==> config.mk <==
export PLATFORM = sky130hd
export DESIGN_NAME = vector_distance_metric
export DESIGN_NICKNAME = d
export VERILOG_FILES = /design/src/hw/rtl/vdm_pkg.sv /design/src/hw/rtl/vdm_lane.sv /design/src/hw/rtl/vdm_merge.sv /design/src/hw/rtl/vdm_isqrt.sv /design/src/hw/rtl/vector_distance_metric.sv
export SDC_FILE = /design/constraint.sdc
export NUM_CORES = 2
export LEC_CHECK = 0
export BUFFER_PORTS_ARGS = -buffer_cell sky130_fd_sc_hd__clkbuf_2
export CORE_MARGIN = 5
export CORE_UTILIZATION = 29
export DETAILED_ROUTE_END_ITERATION = 10
export GPL_TIMING_DRIVEN = 1
export HOLD_SLACK_MARGIN = 0.02
export PLACE_DENSITY = 0.49
export SLEW_MARGIN = 20
export SYNTH_ARGS = -nofsm -noshare
export SYNTH_HDL_FRONTEND = slang
export SYNTH_SLANG_ARGS = --single-unit
==> constraint.sdc <==
create_clock -name clk_i -period 13 [get_ports clk_i]
set_input_delay 3.25 -clock clk_i [delete_from_list [all_inputs] [get_ports clk_i]]
set_output_delay 3.25 -clock clk_i [all_outputs]
set_load 0.02 [all_outputs]
==> src/hw/rtl/vdm_pkg.sv <==
// Shared constants and types for the vector distance metric block.
`default_nettype none

package vdm_pkg;

  // Number of coordinates carried by one input word
  localparam int unsigned MAX_DIMS = 3;
  // Default coordinate width
  localparam int unsigned COORD_BITS_DEF = 16;
  // Fixed-point format of the result
  localparam int unsigned FRAC_BITS = 8;
  localparam int unsigned DIST_BITS = 42;
  // Width of the metric selector and of the length fields
  localparam int unsigned FUNC_BITS = 2;
  localparam int unsigned LEN_BITS = 2;
  // Widest intermediate value; wider sums wrap at this width
  localparam int unsigned WRAP_BITS = 64;

  // Metric selector codes
  localparam logic [FUNC_BITS-1:0] FUNC_EUCLID    = 2'd0;
  localparam logic [FUNC_BITS-1:0] FUNC_EUCLID_SQ = 2'd1;
  localparam logic [FUNC_BITS-1:0] FUNC_MANHATTAN = 2'd2;
  localparam logic [FUNC_BITS-1:0] FUNC_UNKNOWN   = 2'd3;

  // The value 1.0 in the result format
  localparam logic [DIST_BITS-1:0] ONE_FIXED = DIST_BITS'(1) << FRAC_BITS;

  // Sideband that travels with a word through the square-root pipeline
  typedef struct packed {
    logic                 euclid;
    logic                 mismatch;
    logic [DIST_BITS-1:0] alt;
  } vdm_side_t;

endpackage

`default_nettype wire

==> src/hw/rtl/vdm_lane.sv <==
// One coordinate lane: absolute difference and its square, registered.
`default_nettype none

module vdm_lane #(
  parameter int unsigned COORD_BITS = vdm_pkg::COORD_BITS_DEF
) (
  input  wire logic                    clk_i,
  input  wire logic                    en_i,
  input  wire logic                    active_i,
  input  wire logic [COORD_BITS-1:0]   a_i,
  input  wire logic [COORD_BITS-1:0]   b_i,
  output logic      [COORD_BITS-1:0]   abs_o,
  output logic      [2*COORD_BITS-1:0] sq_o
);
  import vdm_pkg::*;

  logic [COORD_BITS-1:0]   diff;
  logic [COORD_BITS-1:0]   abs_q;
  logic [2*COORD_BITS-1:0] sq_q;

  // Take the magnitude of the difference; lanes past the length count as zero
  always_comb begin
    if (!active_i) begin
      diff = '0;
    end else if (a_i >= b_i) begin
      diff = a_i - b_i;
    end else begin
      diff = b_i - a_i;
    end
  end

  // Hold difference and square for the merge stage
  always_ff @(posedge clk_i) begin
    if (en_i) begin
      abs_q <= diff;
      sq_q  <= (2*COORD_BITS)'(diff) * (2*COORD_BITS)'(diff);
    end
  end

  assign abs_o = abs_q;
  assign sq_o  = sq_q;

endmodule

`default_nettype wire

==> src/hw/rtl/vdm_merge.sv <==
// Merge stage: sums the lanes and forms the radicand and the non-root result.
`default_nettype none

module vdm_merge #(
  parameter int unsigned COORD_BITS = vdm_pkg::COORD_BITS_DEF,
  parameter int unsigned RAD_W      = 50
) (
  input  wire logic                                    clk_i,
  input  wire logic                                    en_i,
  input  wire logic [vdm_pkg::MAX_DIMS-1:0][COORD_BITS-1:0]   abs_i,
  input  wire logic [vdm_pkg::MAX_DIMS-1:0][2*COORD_BITS-1:0] sq_i,
  input  wire logic [vdm_pkg::FUNC_BITS-1:0]           func_i,
  input  wire logic                                    mismatch_i,
  output logic      [RAD_W-1:0]                        rad_o,
  output vdm_pkg::vdm_side_t                           side_o
);
  import vdm_pkg::*;

  localparam int unsigned SUM_GROW = (MAX_DIMS > 1) ? $clog2(MAX_DIMS) : 0;
  localparam int unsigned SQ_W     = 2*COORD_BITS + SUM_GROW;
  localparam int unsigned AB_W     = COORD_BITS + SUM_GROW;

  logic [SQ_W-1:0]      sq_sum;
  logic [AB_W-1:0]      ab_sum;
  logic [WRAP_BITS-1:0] sq_ext;
  logic [WRAP_BITS-1:0] ab_ext;
  logic                 force_one;
  vdm_side_t            side_d;
  logic [RAD_W-1:0]     rad_d;

  logic [RAD_W-1:0]     rad_q;
  vdm_side_t            side_q;

  // Add up the lane results
  always_comb begin
    sq_sum = '0;
    ab_sum = '0;
    for (int i = 0; i < MAX_DIMS; i++) begin
      sq_sum = sq_sum + SQ_W'(sq_i[i]);
      ab_sum = ab_sum + AB_W'(abs_i[i]);
    end
  end

  // Pick the result for every metric but the root, and form the radicand
  always_comb begin
    sq_ext    = WRAP_BITS'(sq_sum);
    ab_ext    = WRAP_BITS'(ab_sum);
    force_one = (func_i == FUNC_UNKNOWN) || mismatch_i;
    side_d.mismatch = mismatch_i;
    side_d.euclid   = !force_one && (func_i == FUNC_EUCLID);
    if (force_one) begin
      side_d.alt = ONE_FIXED;
    end else if (func_i == FUNC_EUCLID_SQ) begin
      side_d.alt = DIST_BITS'(sq_ext << FRAC_BITS);
    end else begin
      side_d.alt = DIST_BITS'(ab_ext << FRAC_BITS);
    end
    rad_d = RAD_W'(sq_ext << (2*FRAC_BITS));
  end

  always_ff @(posedge clk_i) begin
    if (en_i) begin
      rad_q  <= rad_d;
      side_q <= side_d;
    end
  end

  assign rad_o  = rad_q;
  assign side_o = side_q;

endmodule

`default_nettype wire

==> src/hw/rtl/vdm_isqrt.sv <==
// Pipelined integer square root, one root bit per stage, with sideband.
`default_nettype none

module vdm_isqrt #(
  parameter int unsigned RAD_W = 50
) (
  input  wire logic                 clk_i,
  input  wire logic                 rst_ni,
  input  wire logic                 valid_i,
  output logic                      ready_o,
  input  wire logic [RAD_W-1:0]     rad_i,
  input  wire vdm_pkg::vdm_side_t   side_i,
  output logic                      valid_o,
  input  wire logic                 ready_i,
  output logic      [RAD_W/2-1:0]   root_o,
  output vdm_pkg::vdm_side_t        side_o
);
  import vdm_pkg::*;

  localparam int unsigned RT_W  = RAD_W / 2;
  localparam int unsigned REM_W = RT_W + 2;
  localparam int unsigned CMP_W = REM_W + 2;

  // Stage k reads index k and writes index k+1
  logic      [RT_W:0]                  vld;
  logic      [RT_W:0]                  rdy;
  logic      [RT_W:0][RT_W-1:0]        root;
  vdm_side_t [RT_W:0]                  side;
  logic      [RT_W-1:0][REM_W-1:0]     rem;
  logic      [RT_W-1:0][RAD_W-1:0]     rad;

  assign vld[0]  = valid_i;
  assign root[0] = '0;
  assign side[0] = side_i;
  assign rem[0]  = '0;
  assign rad[0]  = rad_i;
  assign rdy[RT_W] = ready_i;

  for (genvar k = 0; k < RT_W; k++) begin : g_stage
    logic [CMP_W-1:0] r2;
    logic [CMP_W-1:0] trial;
    logic             ge;
    logic             v_q;

    // Bring down the next two radicand bits and try the next root bit
    assign r2    = {rem[k], rad[k][RAD_W-1 -: 2]};
    assign trial = CMP_W'({root[k], 2'b01});
    assign ge    = (r2 >= trial);

    // Advance when this stage is empty or the next one takes its word
    assign rdy[k] = !v_q || rdy[k+1];

    always_ff @(posedge clk_i or negedge rst_ni) begin
      if (!rst_ni) begin
        v_q <= 1'b0;
      end else if (rdy[k]) begin
        v_q <= vld[k];
      end
    end
    assign vld[k+1] = v_q;

    logic [RT_W-1:0] root_q;
    vdm_side_t       side_q;
    always_ff @(posedge clk_i) begin
      if (rdy[k] && vld[k]) begin
        root_q <= {root[k][RT_W-2:0], ge};
        side_q <= side[k];
      end
    end
    assign root[k+1] = root_q;
    assign side[k+1] = side_q;

    // Remainder and remaining radicand bits feed only later stages
    if (k < RT_W - 1) begin : g_carry
      logic [REM_W-1:0] rem_q;
      logic [RAD_W-1:0] rad_q;
      always_ff @(posedge clk_i) begin
        if (rdy[k] && vld[k]) begin
          rem_q <= ge ? REM_W'(r2 - trial) : REM_W'(r2);
          rad_q <= rad[k] << 2;
        end
      end
      assign rem[k+1] = rem_q;
      assign rad[k+1] = rad_q;
    end
  end

  assign ready_o = rdy[0];
  assign valid_o = vld[RT_W];
  assign root_o  = root[RT_W];
  assign side_o  = side[RT_W];

endmodule

`default_nettype wire

==> src/hw/rtl/vector_distance_metric.sv <==
// Top level of the vector distance metric block.
`default_nettype none

// Computes the Euclidean, squared Euclidean or Manhattan distance between two
// points of up to three coordinates, as unsigned fixed point with 8 fraction
// bits; the Euclidean root is truncated toward zero. Lengths that differ, or
// selector 3, give 1.0, and length_mismatch_o flags differing lengths. One
// word is taken every clock cycle while in_stall_o is low; each word passes
// the lane registers, the merge register and then the square-root pipeline,
// which resolves one root bit per stage; the root is half the radicand width
// (25 bits at 16-bit coordinates). Stalls fill bubbles in the pipeline before
// they reach the input side.
module vector_distance_metric #(
  parameter int unsigned COORD_BITS = vdm_pkg::COORD_BITS_DEF
) (
  input  wire logic                          clk_i,
  input  wire logic                          rst_ni,
  input  wire logic                          in_valid_i,
  output logic                               in_stall_o,
  input  wire logic [vdm_pkg::FUNC_BITS-1:0] func_i,
  input  wire logic [vdm_pkg::LEN_BITS-1:0]  len_a_i,
  input  wire logic [vdm_pkg::LEN_BITS-1:0]  len_b_i,
  input  wire logic [COORD_BITS-1:0]         a_coord_0_i,
  input  wire logic [COORD_BITS-1:0]         a_coord_1_i,
  input  wire logic [COORD_BITS-1:0]         a_coord_2_i,
  input  wire logic [COORD_BITS-1:0]         b_coord_0_i,
  input  wire logic [COORD_BITS-1:0]         b_coord_1_i,
  input  wire logic [COORD_BITS-1:0]         b_coord_2_i,
  output logic                               out_valid_o,
  input  wire logic                          out_stall_i,
  output logic [vdm_pkg::DIST_BITS-1:0]      dist_value_o,
  output logic                               length_mismatch_o
);
  import vdm_pkg::*;

  localparam int unsigned SUM_GROW = (MAX_DIMS > 1) ? $clog2(MAX_DIMS) : 0;
  localparam int unsigned SQ_W     = 2*COORD_BITS + SUM_GROW;
  localparam int unsigned RAD_FULL = SQ_W + 2*FRAC_BITS;
  localparam int unsigned RAD_W    = (RAD_FULL > WRAP_BITS) ? WRAP_BITS : RAD_FULL;
  localparam int unsigned RT_W     = RAD_W / 2;

  logic [MAX_DIMS-1:0][COORD_BITS-1:0]   a_vec;
  logic [MAX_DIMS-1:0][COORD_BITS-1:0]   b_vec;
  logic [MAX_DIMS-1:0][COORD_BITS-1:0]   lane_abs;
  logic [MAX_DIMS-1:0][2*COORD_BITS-1:0] lane_sq;

  logic                 lane_en;
  logic                 lane_rdy;
  logic                 lane_vld_q;
  logic [FUNC_BITS-1:0] func_q;
  logic                 mis_q;

  logic                 mrg_en;
  logic                 mrg_rdy;
  logic                 mrg_vld_q;
  logic [RAD_W-1:0]     mrg_rad;
  vdm_side_t            mrg_side;

  logic                 sqrt_rdy;
  logic                 sqrt_vld;
  logic [RT_W-1:0]      sqrt_root;
  vdm_side_t            sqrt_side;

  assign a_vec = {a_coord_2_i, a_coord_1_i, a_coord_0_i};
  assign b_vec = {b_coord_2_i, b_coord_1_i, b_coord_0_i};

  // Lane stage: one lane per coordinate
  assign lane_rdy   = !lane_vld_q || mrg_rdy;
  assign lane_en    = lane_rdy && in_valid_i;
  assign in_stall_o = !lane_rdy;

  for (genvar i = 0; i < MAX_DIMS; i++) begin : g_lane
    vdm_lane #(
      .COORD_BITS (COORD_BITS)
    ) u_lane (
      .clk_i    (clk_i),
      .en_i     (lane_en),
      .active_i (32'(len_a_i) > i),
      .a_i      (a_vec[i]),
      .b_i      (b_vec[i]),
      .abs_o    (lane_abs[i]),
      .sq_o     (lane_sq[i])
    );
  end

  always_ff @(posedge clk_i or negedge rst_ni) begin
    if (!rst_ni) begin
      lane_vld_q <= 1'b0;
    end else if (lane_rdy) begin
      lane_vld_q <= in_valid_i;
    end
  end

  // Hold the selector and the length check next to the lane results
  always_ff @(posedge clk_i) begin
    if (lane_en) begin
      func_q <= func_i;
      mis_q  <= (len_a_i != len_b_i);
    end
  end

  // Merge stage
  assign mrg_rdy = !mrg_vld_q || sqrt_rdy;
  assign mrg_en  = mrg_rdy && lane_vld_q;

  always_ff @(posedge clk_i or negedge rst_ni) begin
    if (!rst_ni) begin
      mrg_vld_q <= 1'b0;
    end else if (mrg_rdy) begin
      mrg_vld_q <= lane_vld_q;
    end
  end

  vdm_merge #(
    .COORD_BITS (COORD_BITS),
    .RAD_W      (RAD_W)
  ) u_merge (
    .clk_i      (clk_i),
    .en_i       (mrg_en),
    .abs_i      (lane_abs),
    .sq_i       (lane_sq),
    .func_i     (func_q),
    .mismatch_i (mis_q),
    .rad_o      (mrg_rad),
    .side_o     (mrg_side)
  );

  // Square-root pipeline; its last stage is the output register
  vdm_isqrt #(
    .RAD_W (RAD_W)
  ) u_isqrt (
    .clk_i   (clk_i),
    .rst_ni  (rst_ni),
    .valid_i (mrg_vld_q),
    .ready_o (sqrt_rdy),
    .rad_i   (mrg_rad),
    .side_i  (mrg_side),
    .valid_o (sqrt_vld),
    .ready_i (!out_stall_i),
    .root_o  (sqrt_root),
    .side_o  (sqrt_side)
  );

  // Choose the root for the Euclidean metric, the precomputed value otherwise
  assign out_valid_o       = sqrt_vld;
  assign dist_value_o      = sqrt_side.euclid ? DIST_BITS'(sqrt_root) : sqrt_side.alt;
  assign length_mismatch_o = sqrt_side.mismatch;

endmodule

`default_nettype wire
==> metrics.txt <==
clock latency on the worst-skew pair=940 ps; Place WS=101.0 ps; element type at the critical path start=primary input; fraction of registers with async set or reset after synthesis=1.154%; library cell contributing the largest single delay on the critical path=sky130_fd_sc_hd__ha_1; slowest stage delay, CP=580 ps; outcome=finished clean; element type at the critical path end=register; Worst Hold Class=reg -> reg; DR WL/cell=17.13 um; slew at the pin closest to its max-slew limit=1098 ps; number of H-tree levels=4; source of the worst register-to-register timing path=g_lane[0].u_lane.sq_o[0]; unrepaired setup endpoints after global routing=false; dominant cell type by count on the critical path=sky130_fd_sc_hd__fa_1; Fmax achieved=0.08251 GHz; ratio of routed vias to standard cells=4.474; number of buffer cells added on primary ports=150; post-synthesis instance area=124400 um2; Remaining Overflow, GRT=0; maximum number of pins on one net before global-route repair=75; number of maximum-capacitance violations=0; CTS Sinks=2339; switching part of the total=37.48%; proportion of power drawn by the clock network=22.5%; start point of the worst min-delay path=u_isqrt.g_stage[19].side_q[10]; initial drt markers=3465; Warnings, synthesis=0; overall power consumption=0.03136 W; final count of hold timing violations=0; residual DRC count=0; arrival time at the worst endpoint=12710 ps; TritonRoute pass-1 iters=5; core area=427300 um2; number of vias in the routed layout=71530; post-layout net count=11530; final weighted congestion in routability-driven placement=0.8467; number of synthesized flops with an enable pin=2312; maximum buffer depth of the clock tree=4; Clk Tree Root Cell=sky130_fd_sc_hd__clkbuf_16; via count of the first global-routing pass=75870; full die area=442100 um2; share of total power in combinational logic=43.8%; number of nets still failing antenna checks after routing=0; effective utilization at floorplan=29.11%; total I/O pin count=151; required time at the worst-slack endpoint=13590 ps; worst setup path category=in -> reg; setup_tns=0 ps; Detailed Route WL=273.9 mm; Setup Skew=105.8 ps; clock tree from TritonCTS=built; Synth area leader=sky130_fd_sc_hd__edfxtp_1; cells resized by post-CTS repair=0; worst slew slack as a fraction of its limit=26.77%; core occupancy in the finished layout=32.99%; Primary FF master, synth=sky130_fd_sc_hd__edfxtp_1; final max-slew violation count=0; half-perimeter wire length of the detailed placement result=215.7 mm; first-pass GRT wire length=434.3 mm; synthesis-to-finish area growth=13.32%; setup repair bufs after CTS=0; post-CTS clock slew at the launch and capture registers of the worst setup and hold paths=60 ps; CTS hold repair buffers=0; maximum fanout along the worst path=9; filler cell count in the final layout=41980; sequential-to-total area share from yosys stat=56.36%; FF/Latch Area=70100 um2; worst path setup slack after routing=879.6 ps; Inserted Clock Buffers=246; number of distinct library cells after synthesis=111; part of the total power dissipated in sequential elements=33.7%; launching instance or port of the critical path=a_coord_0_i[11]; Syn Area/Cell=12.79 um2; all-layer global routing usage=12.27%; switching power total=0.01175 W; number of cells produced by synthesis=9723; cell row count=240; share of the clock period used by the worst path after layout=93.23%; power density over the cells=222.5 nW/um2; share of final-layout standard cells stronger than drive strength 1=9.061%; width of the chip=664.9 um; cell-internal power=0.01961 W; final worst path period need=12120 ps; y dimension of the die=664.9 um; number of register bits inferred by synthesis=2339; initial antenna violation count=3; static leakage=58.11 nW; share of the synthesized area in the top cell type=55.81%; biggest area contributors in the synthesized netlist=sky130_fd_sc_hd__edfxtp_1, sky130_fd_sc_hd__fa_1, sky130_fd_sc_hd__ha_1; multi-input logic area=48900 um2; maximum ir drop on the vdd rail=0.0003885 V; number of setup violations in the final report=0
[layout by cell type, fill, tap and decap left out, drive strengths merged, types with 103 or more instances in the layout]
master / n
a21o: 176
a21oi: 505
buf: 159
clkbuf: 448
clkinv: 103
edfxtp: 2312
fa: 538
ha: 782
inv: 1270
mux2: 112
nand2: 609
nand2b: 135
nand3: 121
nor2: 609
nor3: 189
o21ai: 336
xnor2: 374
xor2: 273
[final timing paths]
kind	endpoint	slack [ps]	cells after the start
hold / removal	u_isqrt.g_stage[20].side_q[10]	320	0
setup reg to reg	u_merge.side_o[23]	8020	18
setup / recovery	g_lane[0].u_lane.sq_o[31]	880	34
min in group asynchronous	u_isqrt.g_stage[9].v_q	2520	1
hold reg to reg	u_isqrt.g_stage[20].side_q[10]	320	0
max in group asynchronous	u_isqrt.g_stage[8].v_q	9860	1
[routing by layer]
metal	wire [um]	GRT usage, %	vias up
li1	-	-	35040
met1	116300	15.00	34840
met2	139300	22.27	1213
met3	8563	1.523	445
met4	9763	4.134	0
met5	0	0	-
[Yosys cell counts, types with 12 or more instances]
cell type,count
sky130_fd_sc_hd__nand2_1,607
sky130_fd_sc_hd__clkinv_1,13
sky130_fd_sc_hd__o21bai_1,58
sky130_fd_sc_hd__a31o_2,17
sky130_fd_sc_hd__o21a_1,99
sky130_fd_sc_hd__nor4_1,62
sky130_fd_sc_hd__nand2b_1,135
sky130_fd_sc_hd__a31oi_1,42
sky130_fd_sc_hd__and3_1,78
sky130_fd_sc_hd__o41ai_1,16
sky130_fd_sc_hd__nand3b_1,21
sky130_fd_sc_hd__xor2_1,272
sky130_fd_sc_hd__o21ai_0,317
sky130_fd_sc_hd__clkbuf_1,117
sky130_fd_sc_hd__and2_1,95
sky130_fd_sc_hd__buf_2,48
sky130_fd_sc_hd__o31ai_1,41
sky130_fd_sc_hd__nor2_1,600
sky130_fd_sc_hd__dfrtp_1,27
sky130_fd_sc_hd__mux2i_1,29
sky130_fd_sc_hd__a21o_1,176
sky130_fd_sc_hd__mux2_2,111
sky130_fd_sc_hd__nor3_1,182
sky130_fd_sc_hd__o211ai_1,24
sky130_fd_sc_hd__o21ai_1,15
sky130_fd_sc_hd__or2_2,51
sky130_fd_sc_hd__edfxtp_1,2312
sky130_fd_sc_hd__nand3_1,120
sky130_fd_sc_hd__nor2b_1,87
sky130_fd_sc_hd__a21oi_1,503
sky130_fd_sc_hd__or4_1,36
sky130_fd_sc_hd__nor3b_1,15
sky130_fd_sc_hd__inv_1,1255
sky130_fd_sc_hd__nand4_1,58
sky130_fd_sc_hd__a211o_1,12
sky130_fd_sc_hd__a211oi_1,47
sky130_fd_sc_hd__fa_1,538
sky130_fd_sc_hd__or3_1,69
sky130_fd_sc_hd__a21boi_0,25
sky130_fd_sc_hd__ha_1,782
sky130_fd_sc_hd__xnor2_1,373
[power by group through the flow]
stage | logic [W] | registers (W) | clock network, W
2_1_floorplan | 0.00922 | 0.0105 | 0
3_3_place_gp | 0.0139 | 0.0107 | 0
3_5_place_dp | 0.0139 | 0.0108 | 0
4_1_cts | 0.0140 | 0.0106 | 0.00730
5_1_grt | 0.0154 | 0.0107 | 0.00760
6_report | 0.0137 | 0.0106 | 0.00705
[registers in the layout, summed over array words and instances, names as in the netlist, 2 cells and up]
name / cells
func_q: 2
u_isqrt.side_o: 36
u_merge.rad_o: 34
g_lane.u_lane.sq_o: 93
u_isqrt.g_stage.root_q: 300
u_isqrt.g_stage.v_q: 24
u_merge.side_o: 36
u_isqrt.g_stage.side_q: 864
u_isqrt.root_o: 25
u_isqrt.g_stage.g_carry.rem_q: 604
g_lane.u_lane.abs_o: 45
u_isqrt.g_stage.g_carry.rad_q: 272
[kinds of logic (layout without fill, tap and decap cells)]
group                      count (synthesis)  in the layout  share of synthesized area [%]
and+or+nand+nor                         2280           2280                          8.948
muxes                                    142            142                          1.265
AOI/OAI and AO/OA                       1541           1541                          7.857
xor gates and xnor gates                 648            648                          4.587
DFF                                     2339           2339                          56.36
buffers and inverters                   1452           2023                          4.457
other                                      1              7                       0.003015
adders and majority gates               1320           1320                          16.52
[worst max-delay path, delay by kind of cell]
family	cells	cell delay [ps]
and+or+nand+nor	6	1370
adders and majority gates	8	4020
xor gates and xnor gates	2	590
buffers and inverters	6	460
AOI/OAI and AO/OA	12	3010
[final cells by class]
type                       count  area share (%)
inverter                    1273           3.390
multi-input combinational   5935           34.69
timing repair buffer         309           1.379
sequential                  2339           49.73
clock inverter               143           1.189
tap                         5687           5.048
antenna                        3        0.005326
clock buffer                 298           4.563
[per-stage QoR]
step	hold WS [ps]	cells	instance area, um2
floorplan	400.3	9726	124400
global placement	400.6	15540	132800
detailed placement	404.5	15540	132800
CTS	329.3	15980	141000
global route	327.7	15990	141000
finish	322.8	15990	141000
Power figures use the tool's default switching activity.
